`config.mk`:
```
export PLATFORM = sky130hd
export DESIGN_NAME = cdct_cell
export DESIGN_NICKNAME = d
export VERILOG_FILES = /design/src/rtl/crash_dedup_count_table_core_defines.svh /design/src/rtl/cdct_pkg.sv /design/src/rtl/cdct_cell.sv
export SDC_FILE = /design/constraint.sdc
export NUM_CORES = 1
export LEC_CHECK = 0
export ABC_AREA = 1
export BUFFER_PORTS_ARGS = -buffer_cell sky130_fd_sc_hd__buf_2
export CORE_MARGIN = 1.5
export CORE_UTILIZATION = 39
export DETAILED_ROUTE_END_ITERATION = 8
export HOLD_SLACK_MARGIN = 0.03
export SYNTH_ARGS = -nofsm -noshare
export SYNTH_HDL_FRONTEND = slang
export SYNTH_SLANG_ARGS = --single-unit
```
`constraint.sdc`:
```
create_clock -name clk -period 4.65 [get_ports clk]
set_clock_uncertainty 0.15 [all_clocks]
set_input_delay 0 -clock clk [delete_from_list [all_inputs] [get_ports clk]]
set_output_delay 0 -clock clk [all_outputs]
set_load 0.02 [all_outputs]
```
`src/rtl/crash_dedup_count_table_core_defines.svh`:
```
// assertion macros for the crash dedup count table
`ifndef CRASH_DEDUP_COUNT_TABLE_CORE_DEFINES_SVH
`define CRASH_DEDUP_COUNT_TABLE_CORE_DEFINES_SVH

// same-cycle implication, checked on clk with reset disabling
`define CDCT_ASSERT_NOW(lbl, ante, cons, msg) \
	lbl: assert property (@(posedge clk) disable iff (!arst_n) (ante) |-> (cons)) \
		else $error(msg);

// next-cycle implication, checked on clk with reset disabling
`define CDCT_ASSERT_NEXT(lbl, ante, cons, msg) \
	lbl: assert property (@(posedge clk) disable iff (!arst_n) (ante) |=> (cons)) \
		else $error(msg);

`endif

```
`src/rtl/cdct_pkg.sv`:
```
// package for the crash dedup count table: types, codes and severity lookup
`timescale 1ns / 1ps

package cdct_pkg;

	localparam int TABLE_DEPTH = 64;
	localparam int IDX_W = (TABLE_DEPTH > 1) ? $clog2(TABLE_DEPTH) : 1;
	localparam int CNT_W = $clog2(TABLE_DEPTH + 1);

	localparam int ADDR_W = 64;
	localparam int SIG_W = 7;
	localparam int COUNT_W = 32;
	localparam int SLOT_W = 6;
	localparam int USE_W = 7;

	localparam logic CMD_RECORD = 1'b0;
	localparam logic CMD_CLEAR = 1'b1;

	localparam logic [1:0] OUT_NEW = 2'd0;
	localparam logic [1:0] OUT_COUNTED = 2'd1;
	localparam logic [1:0] OUT_DROPPED = 2'd2;
	localparam logic [1:0] OUT_CLEARED = 2'd3;

	localparam logic [1:0] SEV_LOW = 2'd0;
	localparam logic [1:0] SEV_MEDIUM = 2'd1;
	localparam logic [1:0] SEV_HIGH = 2'd2;
	localparam logic [1:0] SEV_CRITICAL = 2'd3;

	localparam logic [1:0] MAP_GENERIC = 2'd0;
	localparam logic [1:0] MAP_LINUX = 2'd1;
	localparam logic [1:0] MAP_MACOS = 2'd2;

	typedef struct packed {
		logic cmd;
		logic [SIG_W-1:0] signal_number;
		logic [ADDR_W-1:0] fault_address;
	} item_t;

	typedef struct packed {
		logic [1:0] outcome;
		logic [SLOT_W-1:0] entry_slot;
		logic [COUNT_W-1:0] occurrence_count;
		logic [1:0] severity_class;
		logic [USE_W-1:0] entries_in_use;
	} result_t;

	// search token walking down the cell row
	typedef struct packed {
		logic done;
		logic hit;
		logic [IDX_W-1:0] slot;
		logic [COUNT_W-1:0] count;
		logic [ADDR_W-1:0] addr;
		logic [SIG_W-1:0] sig;
	} tok_t;

	typedef enum logic [1:0] {
		ST_IDLE,
		ST_BUSY,
		ST_RESP
	} state_t;

	function automatic logic [1:0] severity_of(input logic [SIG_W-1:0] sig,
		input logic [1:0] map);
		logic [1:0] sev;
		sev = SEV_LOW;
		if (map == MAP_LINUX) begin
			case (sig)
				7'd4, 7'd7, 7'd11: sev = SEV_CRITICAL;
				7'd6, 7'd8, 7'd31: sev = SEV_HIGH;
				7'd3, 7'd5, 7'd13, 7'd16, 7'd24, 7'd25: sev = SEV_MEDIUM;
				default: sev = SEV_LOW;
			endcase
		end else if (map == MAP_MACOS) begin
			case (sig)
				7'd4, 7'd10, 7'd11: sev = SEV_CRITICAL;
				7'd6, 7'd8, 7'd12: sev = SEV_HIGH;
				7'd3, 7'd5, 7'd7, 7'd13, 7'd24, 7'd25: sev = SEV_MEDIUM;
				default: sev = SEV_LOW;
			endcase
		end else begin
			case (sig)
				7'd4, 7'd11: sev = SEV_CRITICAL;
				7'd6, 7'd8: sev = SEV_HIGH;
				7'd3, 7'd5, 7'd13: sev = SEV_MEDIUM;
				default: sev = SEV_LOW;
			endcase
		end
		return sev;
	endfunction

endpackage

```
`src/rtl/cdct_cell.sv`:
```
// one table entry cell: compares, counts or appends as the search token passes
`timescale 1ns / 1ps

module cdct_cell
	import cdct_pkg::*;
(
	input  logic             clk,
	input  logic             arst_n,
	input  logic [IDX_W-1:0] idx,
	input  logic [CNT_W-1:0] used,
	input  logic             tok_in_vld,
	input  tok_t             tok_in,
	output logic             tok_out_vld,
	output tok_t             tok_out
);

	logic [ADDR_W-1:0] addr_q;
	logic [SIG_W-1:0] sig_q;
	logic [COUNT_W-1:0] cnt_q;
	logic tok_vld_q;
	tok_t tok_q;

	logic active;
	logic in_use;
	logic at_end;
	logic match;
	logic [COUNT_W-1:0] cnt_inc;
	tok_t tok_nxt;

	always_comb begin
		active = tok_in_vld && !tok_in.done;
		// a full table counts nothing, so no cell may hit then
		in_use = (CNT_W'(idx) < used) && (used != CNT_W'(TABLE_DEPTH));
		at_end = CNT_W'(idx) == used;
		match = (addr_q == tok_in.addr) && (sig_q == tok_in.sig);
		cnt_inc = (cnt_q == '1) ? cnt_q : cnt_q + COUNT_W'(1);
		tok_nxt = tok_in;
		if (active && in_use && match) begin
			tok_nxt.done = 1'b1;
			tok_nxt.hit = 1'b1;
			tok_nxt.slot = idx;
			tok_nxt.count = cnt_inc;
		end else if (active && at_end) begin
			tok_nxt.done = 1'b1;
			tok_nxt.hit = 1'b0;
			tok_nxt.slot = idx;
			tok_nxt.count = COUNT_W'(1);
		end
	end

	// entry storage
	always_ff @(posedge clk) begin
		if (active && in_use && match) begin
			cnt_q <= cnt_inc;
		end else if (active && at_end) begin
			addr_q <= tok_in.addr;
			sig_q <= tok_in.sig;
			cnt_q <= COUNT_W'(1);
		end
	end

	always_ff @(posedge clk or negedge arst_n) begin
		if (!arst_n) begin
			tok_vld_q <= 1'b0;
		end else begin
			tok_vld_q <= tok_in_vld;
		end
	end

	always_ff @(posedge clk) begin
		tok_q <= tok_nxt;
	end

	assign tok_out_vld = tok_vld_q;
	assign tok_out = tok_q;

endmodule

```
# Word-level counts from Yosys, hierarchy flattened
# Index checks and enable logic that the tools add are counted.
# op_classes
add_sub_neg	1
order_cmp	1
eq_ne	5
n_mux	5
bitwise_logic	1
reduce_logical	10
# ops
cell	n
$mux W32	3
$eq A64 B64 Y1	1
$mux W39	1
$mux W38	1
$add A32 B1 Y32 const B	1
$eq A32 B32 Y1 const B	1
$eq A6 B7 Y1	1
$eq A7 B7 Y1	1
$lt A6 B7 Y1	1
$ne A7 B7 Y1 const B	1
$logic_and A1 B1 Y1	6
$reduce_and A2 Y1	1
$reduce_bool A2 Y1	1
$reduce_or A2 Y1	1
$logic_not A1 Y1	1
$not A1 Y1	1
# word_totals
regBits	215
inputBits	127
output_inout_bits	112

# Longest topological paths before layout
# Gate-level depths: netlist (run 1).
# depth
word_depth	6
mapped_depth	13
depth_no_buf	13

# Worst setup path after synthesis (run 1)
# Ideal clock, no wire load.
# synth_path
kind	flip-flop to flip-flop
start	register addr_q[53]
end	register addr_q[0], enable pin
setup_time_ps	425
arrival_ps	2558
t_required_ps	4075
path_slack_ps	1517
stages_incl_launch_ff	13
path_buffers	1
path_cell_list	edfxtp_1 nand2_1 inv_1 nor2_1 nor2_1 nand2_1 nor2_1 nand2_1 nor2_1 nand3_2 buf_2 nand2_1 inv_1
# synth_via
elab_chain_cells	5
# synth_lines
item	line_no	rtl
start, declared	cdct_cell.sv:17	logic [ADDR_W-1:0] addr_q;
start signal, assigned	cdct_cell.sv:56	addr_q <= tok_in.addr;
$eq A64 B64 Y1	cdct_cell.sv:35	match = (addr_q == tok_in.addr) && (sig_q == tok_in.sig);
$logic_and A1 B1 Y1	cdct_cell.sv:35	
$logic_and A1 B1 Y1	cdct_cell.sv:53	if (active && in_use && match) begin
$not A1 Y1 (no source line)	-	
$reduce_and A2 Y1 (no source line)	-	
# Every way passes these cells.
# A chain may end at the register's enable or synchronous reset.

==> results of run 1 <==
cell families after synthesis:
logic type / Yosys count / synth area share [%]
XOR/XNOR: 33 / 3.014
AND/OR/NAND/NOR: 692 / 30.72
AO/OA/AOI/OAI: 26 / 1.383
flip-flops: 215 / 55.69
buffers and inverters: 201 / 8.285
adder cells (fa/ha/maj): 7 / 0.9133
metrics by stage:
step | util, % | worst slack (ns)
after floorplan | - | 1.517
after global placement | 45.90 | 2.067
after detailed placement | 45.90 | 2.058
after CTS | 56.53 | 1.685
after global routing | 56.59 | 1.271
final | 56.59 | 1.526
placed cells by master (no fill, tap or decap), types with 3 or more instances in the layout:
cell / count
a21oi_1: 9
buf_2: 238
buf_4: 5
clkbuf_1: 6
clkbuf_16: 25
clkbuf_8: 8
clkinv_2: 3
dfxtp_1: 111
dlygate4sd3_1: 179
edfxtp_1: 103
ha_1: 7
inv_1: 178
nand2_1: 364
nand2_2: 3
nand3_1: 101
nand3_2: 3
nand3b_1: 4
nand4_1: 20
nor2_1: 154
nor2_2: 5
nor2b_1: 10
nor3_1: 16
o21ai_0: 12
o21ai_1: 4
xnor2_1: 24
xor2_1: 9
per-layer routing:
metal | global-route usage [%] | up-vias
met5 | 0 | -
li1 | - | 4532
met3 | 3.532 | 57
met2 | 39.46 | 256
met4 | 6.585 | 0
met1 | 25.35 | 4029
worst paths after layout:
kind	startpoint	to	slack, ns	cells after the start
max	tok_in[4]	tok_out[103]	1.53	17
min	tok_in[67]	tok_out[67]	0.05	2
max reg2reg	addr_q[53]	tok_out[103]	1.69	13
min reg2reg	cnt_q[0]	tok_out[71]	0.51	3
max in group asynchronous	arst_n	tok_out_vld	4.07	3
min in group asynchronous	arst_n	tok_out_vld	0.17	3
cell type report:
cell class                      instances  area (um^2)
Fill cell                            2191        10530
Sequential cell                       215         5340
Multi-Input combinational cell        758         3460
Timing Repair Buffer                  423         3040
Clock buffer                           39        758.2
Inverter                              180        675.6
Tap cell                              324        405.4
Clock inverter                          5        37.54
Antenna cell                            2        5.005
where the power goes:
part	internal, uW	total (uW)	switching, uW
Combinational	215	443	228
Sequential	2030	2050	14.6
Clock	1120	1880	764
what timing repair did:
action,CTS,global route
hold buffers,178,1
endpoints found under the hold margin,184,1
endpoints found under the setup margin,0,0
worst max-delay path, delay by kind of cell:
family,cells,cell delay (ns)
buffers and inverters,6,2.24
and+or+nand+nor,11,1.16
Yosys cell counts (3+ instances only):
master    instances  share of area (%)
nand3b_1          4               0.31
nand2_2           3               0.20
nand4_1          20                1.3
nor3_1           16               0.84
dfxtp_1         111                 23
inv_1           179                7.0
xnor2_1          24                2.2
nand3_1         101                5.3
ha_1              7               0.91
a21oi_1           9               0.47
nand2_1         364                 14
o21ai_1           4               0.21
xor2_1            9               0.82
buf_2            14               0.73
buf_6             3               0.35
nand3_2           3               0.31
nor2_1          156                6.1
nor2_2            3               0.20
o21ai_0          12               0.63
edfxtp_1        103                 32
nor2b_1          10               0.65
flip-flops by register name, indices dropped and copies added, names as in the netlist:
| register | count |
|---|---|
| cnt_q | 32 |
| addr_q | 64 |
| tok_out | 111 |
| tok_out_vld | 1 |
| sig_q | 7 |
==> results.yml, run 1 <==
logic_synthesis:
  async_flop_share_pct: 0.4651
  synth_edf_count: 103
  yosysSeqAreaShare_pct: 55.69
  syn_area_per_cell_um2: 8.168
  syn_area_um2: 9589
  yosys_warnings: 0
  synth_ff_type: "dfxtp_1"
  ys_ff_latch: 215
  synth_cells: 1174
  ys_types: 34
  synth_nets: 1308
clock_tree:
  cts_made_buffers: 24
  clk-insertion-delay-late_ns: 0.52
  clk_path_buf_depth: 3
  cts_root_buf: "clkbuf_16"
  h-tree-depth: 1
  clk_pin_slew_ns: 0.07
  ctsResizeCount: 0
  post_cts_buffers: 0
  tritoncts: "yes"
  clock_sinks: 215
finish:
  syn2layout_area_growth_pct: 43.10
  drive_gt1_share_pct: 18.70
  final_area_um2: 13720
  fin_nets: 1736
  fin_cells: 1946
detailed_routing:
  wl_met2_um: 13580
  firstDrtPassIters: 5
  route.detailed.drc: 0
  wl_met3_um: 1488
  vias: 8874
  top_layer: "met4"
  totalWireLength_um: 27540
  drt-wirelength-per-cell_um: 14.15
  m1WireLength_um: 11690
  viasPerCell: 4.560
  ant_nets: 0
  drtIter0Drc: 462
outcome:
  outcome: "completed"
timing:
  worst_slew_pin_slew_ns: 0.7054
  worst_hold_slack_ns: 0.04973
  finalHoldViolations: 0
  rsz0062_at_grt: "no"
  setup_tns_ns: 0
  period_minus_slack_ns: 3.124
  final_max_slew_viol_count: 0
  fmax_mhz: 320.1
  relSlewSlack_pct: 52.97
  finalCritPeriodShare_pct: 67.18
  setup_viol: 0
floorplan:
  die-area_um2: 25540
  io_pins: 239
  die_w_um: 159.8
  rows: 57
  dieHeight_um: 159.8
  coreArea_um2: 24250
  start_util_pct: 39.55
global_route:
  grt_pass1_wl_um: 43850
  antenna_found_initial: 2
  grt_use_total_pct: 21.39
  grt_max_degree: 67
  gr-total-overflow: 0
  grt_pass1_vias: 8876
setup_path:
  crit_slowest_cell: "dlygate4sd3_1"
  path_cells: "dlygate4sd3_1, dlygate4sd3_1, buf_2, inv_1, nand2_1, nand2_1, nor2_1, nand2_1, nor2_1, nand2_1, nor2_1, nand3_2, nand2_1, buf_4, nand2_1, nand2_1, dlygate4sd3_1"
  max_stage_delay_ns: 0.55
  start_kind: "input pin"
  crit_arrival_ns: 3.42
  path_class: "input pin to flip-flop"
  cp.required_ns: 4.95
  crit_fanout: 33
  crit_top_cell: "nand2_1"
  end_kind: "flip-flop"
job:
  drv_cap: 0
power:
  cellPowerDensity_nw_per_um2: 318.3
  p_leak_uw: 0.006637
  ir_drop_mv: 0.3156
  finalPower_uw: 4368
placement:
  dpl_cell_area_um2: 11130
  io_buffers: 238
  dp_hpwl_um: 18680
  finalWeightedCongestion: 0.8483
  placed_cells_incl_taps: 1721
min_path:
  holdCritPathClass: "input pin to flip-flop"
(Power assumes the default switching activity.)
==> run 2, diff against run 1 <==
==> constraint.sdc (replaced) <==
create_clock -name clk -period 2.65 [get_ports clk]
set_clock_uncertainty 0.15 [all_clocks]
set_input_delay 0 -clock clk [delete_from_list [all_inputs] [get_ports clk]]
set_output_delay 0 -clock clk [all_outputs]
set_load 0.02 [all_outputs]
==> run 2 against run 1 <==
Sequential share of layout area down 1.2 points. First-iteration DRC count grew 9.5%. Critical path depth down 5. Combinational power is 78% higher. Setup slack got worse by 1.4 ns. Non-clock buffer count up 26. Register-to-register slack lost 1.5 ns. Largest cell class unchanged. Cell area up 3.1%. Critical path type is now flip-flop to flip-flop. Hold slack better by 0.011 ns. Sequential power grew 75%. Clock power increased by 84%.
==> results.yml, run 2 (synthesized netlist as in run 1, its figures left out) <==
global_route:
  grt_max_degree: 71
  gr-total-overflow: 0
  grt_pass1_vias: 9063
  grt_use_total_pct: 21.91
  grt_pass1_wl_um: 44770
  antenna_found_initial: 1
detailed_routing:
  route.detailed.drc: 0
  firstDrtPassIters: 5
  viasPerCell: 4.600
  drtIter0Drc: 506
  vias: 9066
  ant_nets: 0
  drt-wirelength-per-cell_um: 14.68
  totalWireLength_um: 28940
setup_path:
  crit_fanout: 18
  end_kind: "flip-flop"
  crit_top_cell: "nand2_1"
  cp.required_ns: 2.91
  crit_slowest_cell: "dlygate4sd3_1"
  path_cells: "nand2_1, nand2_1, nor2_1, nand2_1, nor2_1, nand2_2, nor2_4, nand3_4, buf_12, nand3_1, nand2_1, dlygate4sd3_1"
  path_class: "flip-flop to flip-flop"
  cp_num_buf_inv: 2
  start_kind: "flip-flop"
  crit_arrival_ns: 2.74
  max_stage_delay_ns: 0.54
  critPathTopFamily: "simple AND/OR/NAND/NOR gates"
floorplan:
  die-area_um2: 25540
  coreArea_um2: 24250
  die_w_um: 159.8
  start_util_pct: 39.55
  io_pins: 239
  rows: 57
  dieHeight_um: 159.8
power:
  cellPowerDensity_nw_per_um2: 553.4
  p_sw_share_pct: 23.47
  clockPowerShare_pct: 44.1
  power_frac_seq_pct: 45.8
  p_int_uw: 5994
  p_leak_uw: 0.006817
  ir_drop_mv: 0.7013
  comb_power_share_pct: 10.0
  power_switching_uw: 1838
placement:
  io_buffers: 238
  dpl_cell_area_um2: 11260
  dp_hpwl_um: 18810
  finalWeightedCongestion: 0.8933
  placed_cells_incl_taps: 1728
finish:
  layout_common_cells: "nand2_1, buf_2, dlygate4sd3_1, inv_1, nor2_1"
  syn2layout_area_growth_pct: 47.59
  largest_reg_flops: 111
  fin_nets: 1762
  drive_gt1_share_pct: 19.93
  fin_cells: 1971
  final_area_um2: 14150
  final_common_cell: "nand2_1"
clock_tree:
  tritoncts: "yes"
  h-tree-depth: 1
  clk-insertion-delay-late_ns: 0.54
  cts_made_buffers: 24
  clock_sinks: 215
  cts_root_buf: "clkbuf_16"
  clk_pin_slew_ns: 0.06
  clk_path_buf_depth: 3
timing:
  worst_slew_pin_slew_ns: 0.4609
  setup_viol: 0
  final_max_slew_viol_count: 0
  fmax_mhz: 403.2
  finalHoldViolations: 0
  relSlewSlack_pct: 69.04
  period_minus_slack_ns: 2.480
  finalCritPeriodShare_pct: 93.60
  rsz0062_at_grt: "no"
outcome:
  outcome: "completed"
min_path:
  holdCritPathClass: "input pin to flip-flop"
job:
  drv_cap: 0
==> run 2: changes by cell type in the layout (fill, tap and decap cells not counted), moves of 2 or more <==
cell,previous run,this run
nor2_1,154,151
buf_4,5,13
nand2_4,1,3
buf_12,1,6
clkbuf_8,8,1
nor2_4,2,5
o21ai_1,4,8
clkinv_2,3,7
clkbuf_1,6,2
o21ai_0,12,8
clkbuf_16,25,31
nand2_1,364,361
dlygate4sd3_1,179,189
==> run 2: stage by stage <==
step	utilization (%)	power, uW	TNS [ns]	hold WS, ns	setup WS, ns
6_report	58.36	7832	0	0.06044	0.1697
5_1_grt	58.36	8099	0	0.05133	0.009509
4_1_cts	57.72	7880	0	0.03175	0.02604
3_5_place_dp	46.45	4217	0	-0.3745	0.2747
3_3_place_gp	46.45	4210	0	-0.3754	0.3035
2_1_floorplan	-	3937	-12.53	-0.4456	-0.1765
==> run 2: path summary, 6_finish.rpt <==
| check | startpoint | end | slack, ns | cells after the start |
|---|---|---|---|---|
| min in group asynchronous | arst_n | tok_out_vld | 0.17 | 3 |
| hold reg to reg | cnt_q[0] | tok_out[71] | 0.50 | 3 |
| max in group asynchronous | arst_n | tok_out_vld | 2.08 | 3 |
| hold / removal | tok_in[54] | tok_out[54] | 0.06 | 2 |
| setup / recovery | addr_q[48] | tok_out[105] | 0.17 | 12 |
| setup reg to reg | addr_q[48] | tok_out[105] | 0.17 | 12 |
==> run 2: power by group through the flow <==
stage,logic (uW),registers [uW],clock network (uW)
global route,856,3600,3650
floorplan,157,3780,0
finish,787,3590,3460
detailed placement,560,3660,0
CTS,775,3590,3520
global placement,554,3660,0
==> run 2: cell type report <==
cell class                 count  area [um^2]
fill                        2177        10100
sequential                   215         5340
multi-input combinational    758         3507
timing repair buffer         449         3376
clock buffer                  31        721.9
inverter                     180        679.4
tap                          324        405.4
clock inverter                13        120.1
antenna                        1        2.502
==> run 2: what timing repair did <==
action	in CTS	in global routing
setup endpoints to repair	0	4
hold buffers	189	0
buffers inserted	0	6
endpoints found under the hold margin	185	0
resized for setup	0	7
==> run 2: per-layer routing <==
| layer | GRT usage (%) | part of all wire, % | vias to the layer above | wire [um] |
|---|---|---|---|---|
| li1 | - | - | 4586 | - |
| met1 | 25.08 | 40 | 4151 | 11700 |
| met2 | 41.37 | 51 | 273 | 14720 |
| met3 | 4.130 | 6.0 | 56 | 1734 |
| met4 | 6.160 | 2.7 | 0 | 784 |
| met5 | 0 | 0 | - | 0 |
==> run 3, diff against run 2 <==
--- a/config.mk
+++ b/config.mk
@@ -9,6 +9,7 @@
 export BUFFER_PORTS_ARGS = -buffer_cell sky130_fd_sc_hd__buf_2
 export CORE_MARGIN = 1.5
 export CORE_UTILIZATION = 39
+export CTS_BUF_LIST = sky130_fd_sc_hd__clkbuf_4 sky130_fd_sc_hd__clkbuf_8
 export DETAILED_ROUTE_END_ITERATION = 8
 export HOLD_SLACK_MARGIN = 0.03
 export SYNTH_ARGS = -nofsm -noshare
==> run 3 against run 2 <==
Combinational power up 1%. Die area did not move. Power is 0.15% lower. Critical endpoint is now addr_q[9]. Largest power group unchanged.
==> results.yml, run 3 (synthesized netlist as in run 1, its figures left out) <==
outcome:
  outcome: "completed"
clock_tree:
  cts_hold_buf: 197
  cts_root_buf: "clkbuf_8"
  h-tree-depth: 2
  cts_made_buffers: 38
  post_cts_buffers: 0
  clk_path_buf_depth: 3
  clk-insertion-delay-late_ns: 0.55
  ctsResizeCount: 0
  tritoncts: "yes"
  clk_pin_slew_ns: 0.06
  clock_sinks: 215
floorplan:
  rows: 57
  die-area_um2: 25540
  coreArea_um2: 24250
  io_pins: 239
  die_w_um: 159.8
  dieHeight_um: 159.8
  start_util_pct: 39.55
finish:
  largest_reg_flops: 111
  syn2layout_area_growth_pct: 46.96
  fin_util_pct: 58.12
  fin_nets: 1775
  final_area_um2: 14090
  layout_common_cells: "nand2_1, buf_2, dlygate4sd3_1, inv_1, nor2_1"
  final_common_cell: "nand2_1"
  drive_gt1_share_pct: 20.71
placement:
  finalWeightedCongestion: 0.8933
  dp_hpwl_um: 18810
  dpl_cell_area_um2: 11260
  io_buffers: 238
  preCtsSetupSlack_ns: 0.2747
timing:
  final_max_slew_viol_count: 0
  setup_ws_ns: 0.2033
  setup_viol: 0
  fmax_mhz: 408.7
  relSlewSlack_pct: 68.83
  worst_slew_pin_slew_ns: 0.4676
  rsz0062_at_grt: "no"
  worst_hold_slack_ns: 0.06055
  finalHoldViolations: 0
  setup_tns_ns: 0
  finalCritPeriodShare_pct: 92.33
  period_minus_slack_ns: 2.447
job:
  drv_cap: 0
power:
  cellPowerDensity_nw_per_um2: 554.9
  p_leak_uw: 0.006818
  p_sw_share_pct: 23.63
  comb_power_share_pct: 10.2
  p_int_uw: 5972
  power_switching_uw: 1848
  ir_drop_mv: 0.5245
  clockPowerShare_pct: 43.9
  power_frac_seq_pct: 45.9
detailed_routing:
  route.detailed.drc: 0
  drtIter0Drc: 555
  totalWireLength_um: 28810
  ant_nets: 0
  viasPerCell: 4.576
  drt-wirelength-per-cell_um: 14.43
  vias: 9134
  firstDrtPassIters: 5
global_route:
  grt_pass1_wl_um: 45770
  grt_pass1_vias: 9233
  grt_max_degree: 71
  antenna_found_initial: 1
  grt_use_total_pct: 22.56
  gr-total-overflow: 0
setup_path:
  crit_fanout: 30
  cp.required_ns: 2.78
  end_kind: "flip-flop"
  start_kind: "input pin"
  path_class: "input pin to flip-flop"
  crit_arrival_ns: 2.58
min_path:
  holdCritPathClass: "input pin to flip-flop"
-- run 3: per-stage QoR --
step	power [uW]	std cells
2_1_floorplan	3937	1174
3_3_place_gp	4210	1728
3_5_place_dp	4217	1728
4_1_cts	7862	1995
5_1_grt	8122	1996
6_report	7820	1996
-- run 3: worst paths after layout --
check | startpoint | end | slack, ns | cells past startpoint
max in group asynchronous | arst_n | tok_out_vld | 2.09 | 3
min in group asynchronous | arst_n | tok_out_vld | 0.16 | 3
hold / removal | tok_in[100] | tok_out[100] | 0.06 | 4
setup reg to reg | cnt_q[0] | cnt_q[0] | 0.27 | 8
setup / recovery | tok_in[23] | addr_q[9] | 0.20 | 14
hold reg to reg | cnt_q[26] | tok_out[97] | 0.50 | 3
-- run 3: routing by layer --
metal	vias to the layer above	wire (um)	global-route usage, %
li1	4625	-	-
met1	4199	11730	25.46
met2	253	14770	42.52
met3	57	1598	4.597
met4	0	708	6.839
met5	-	0	0
-- run 3: worst max-delay path, cell delays in order --
cell and delay [ns]:
dlygate4sd3_1 0.54, dlygate4sd3_1 0.56, buf_2 0.15, nand2_1 0.08
o21ai_0 0.08, nor2_1 0.10, nand2_1 0.05, nor2_1 0.11
nand2_1 0.10, nor2_2 0.14, nand3_2 0.16, nand2_4 0.10
clkinvlp_4 0.16, buf_12 0.22
-- run 3: layout make-up --
| class | count | area, um^2 |
|---|---|---|
| well taps | 324 | 405.4 |
| multi-input cells | 758 | 3475 |
| clock inverters | 11 | 148.9 |
| repair buffers | 448 | 3336 |
| diodes | 1 | 2.502 |
| fillers | 2177 | 10160 |
| clock buffers | 59 | 705.7 |
| inverters | 180 | 679.4 |
| flip-flops and latches | 215 | 5340 |
-- run 3: power groups by stage --
stage / Combinational [uW] / Clock, uW / Sequential [uW]
2_1_floorplan: 157 / 0 / 3780
3_3_place_gp: 554 / 0 / 3660
3_5_place_dp: 560 / 0 / 3660
4_1_cts: 784 / 3490 / 3590
5_1_grt: 867 / 3660 / 3600
6_report: 798 / 3430 / 3590
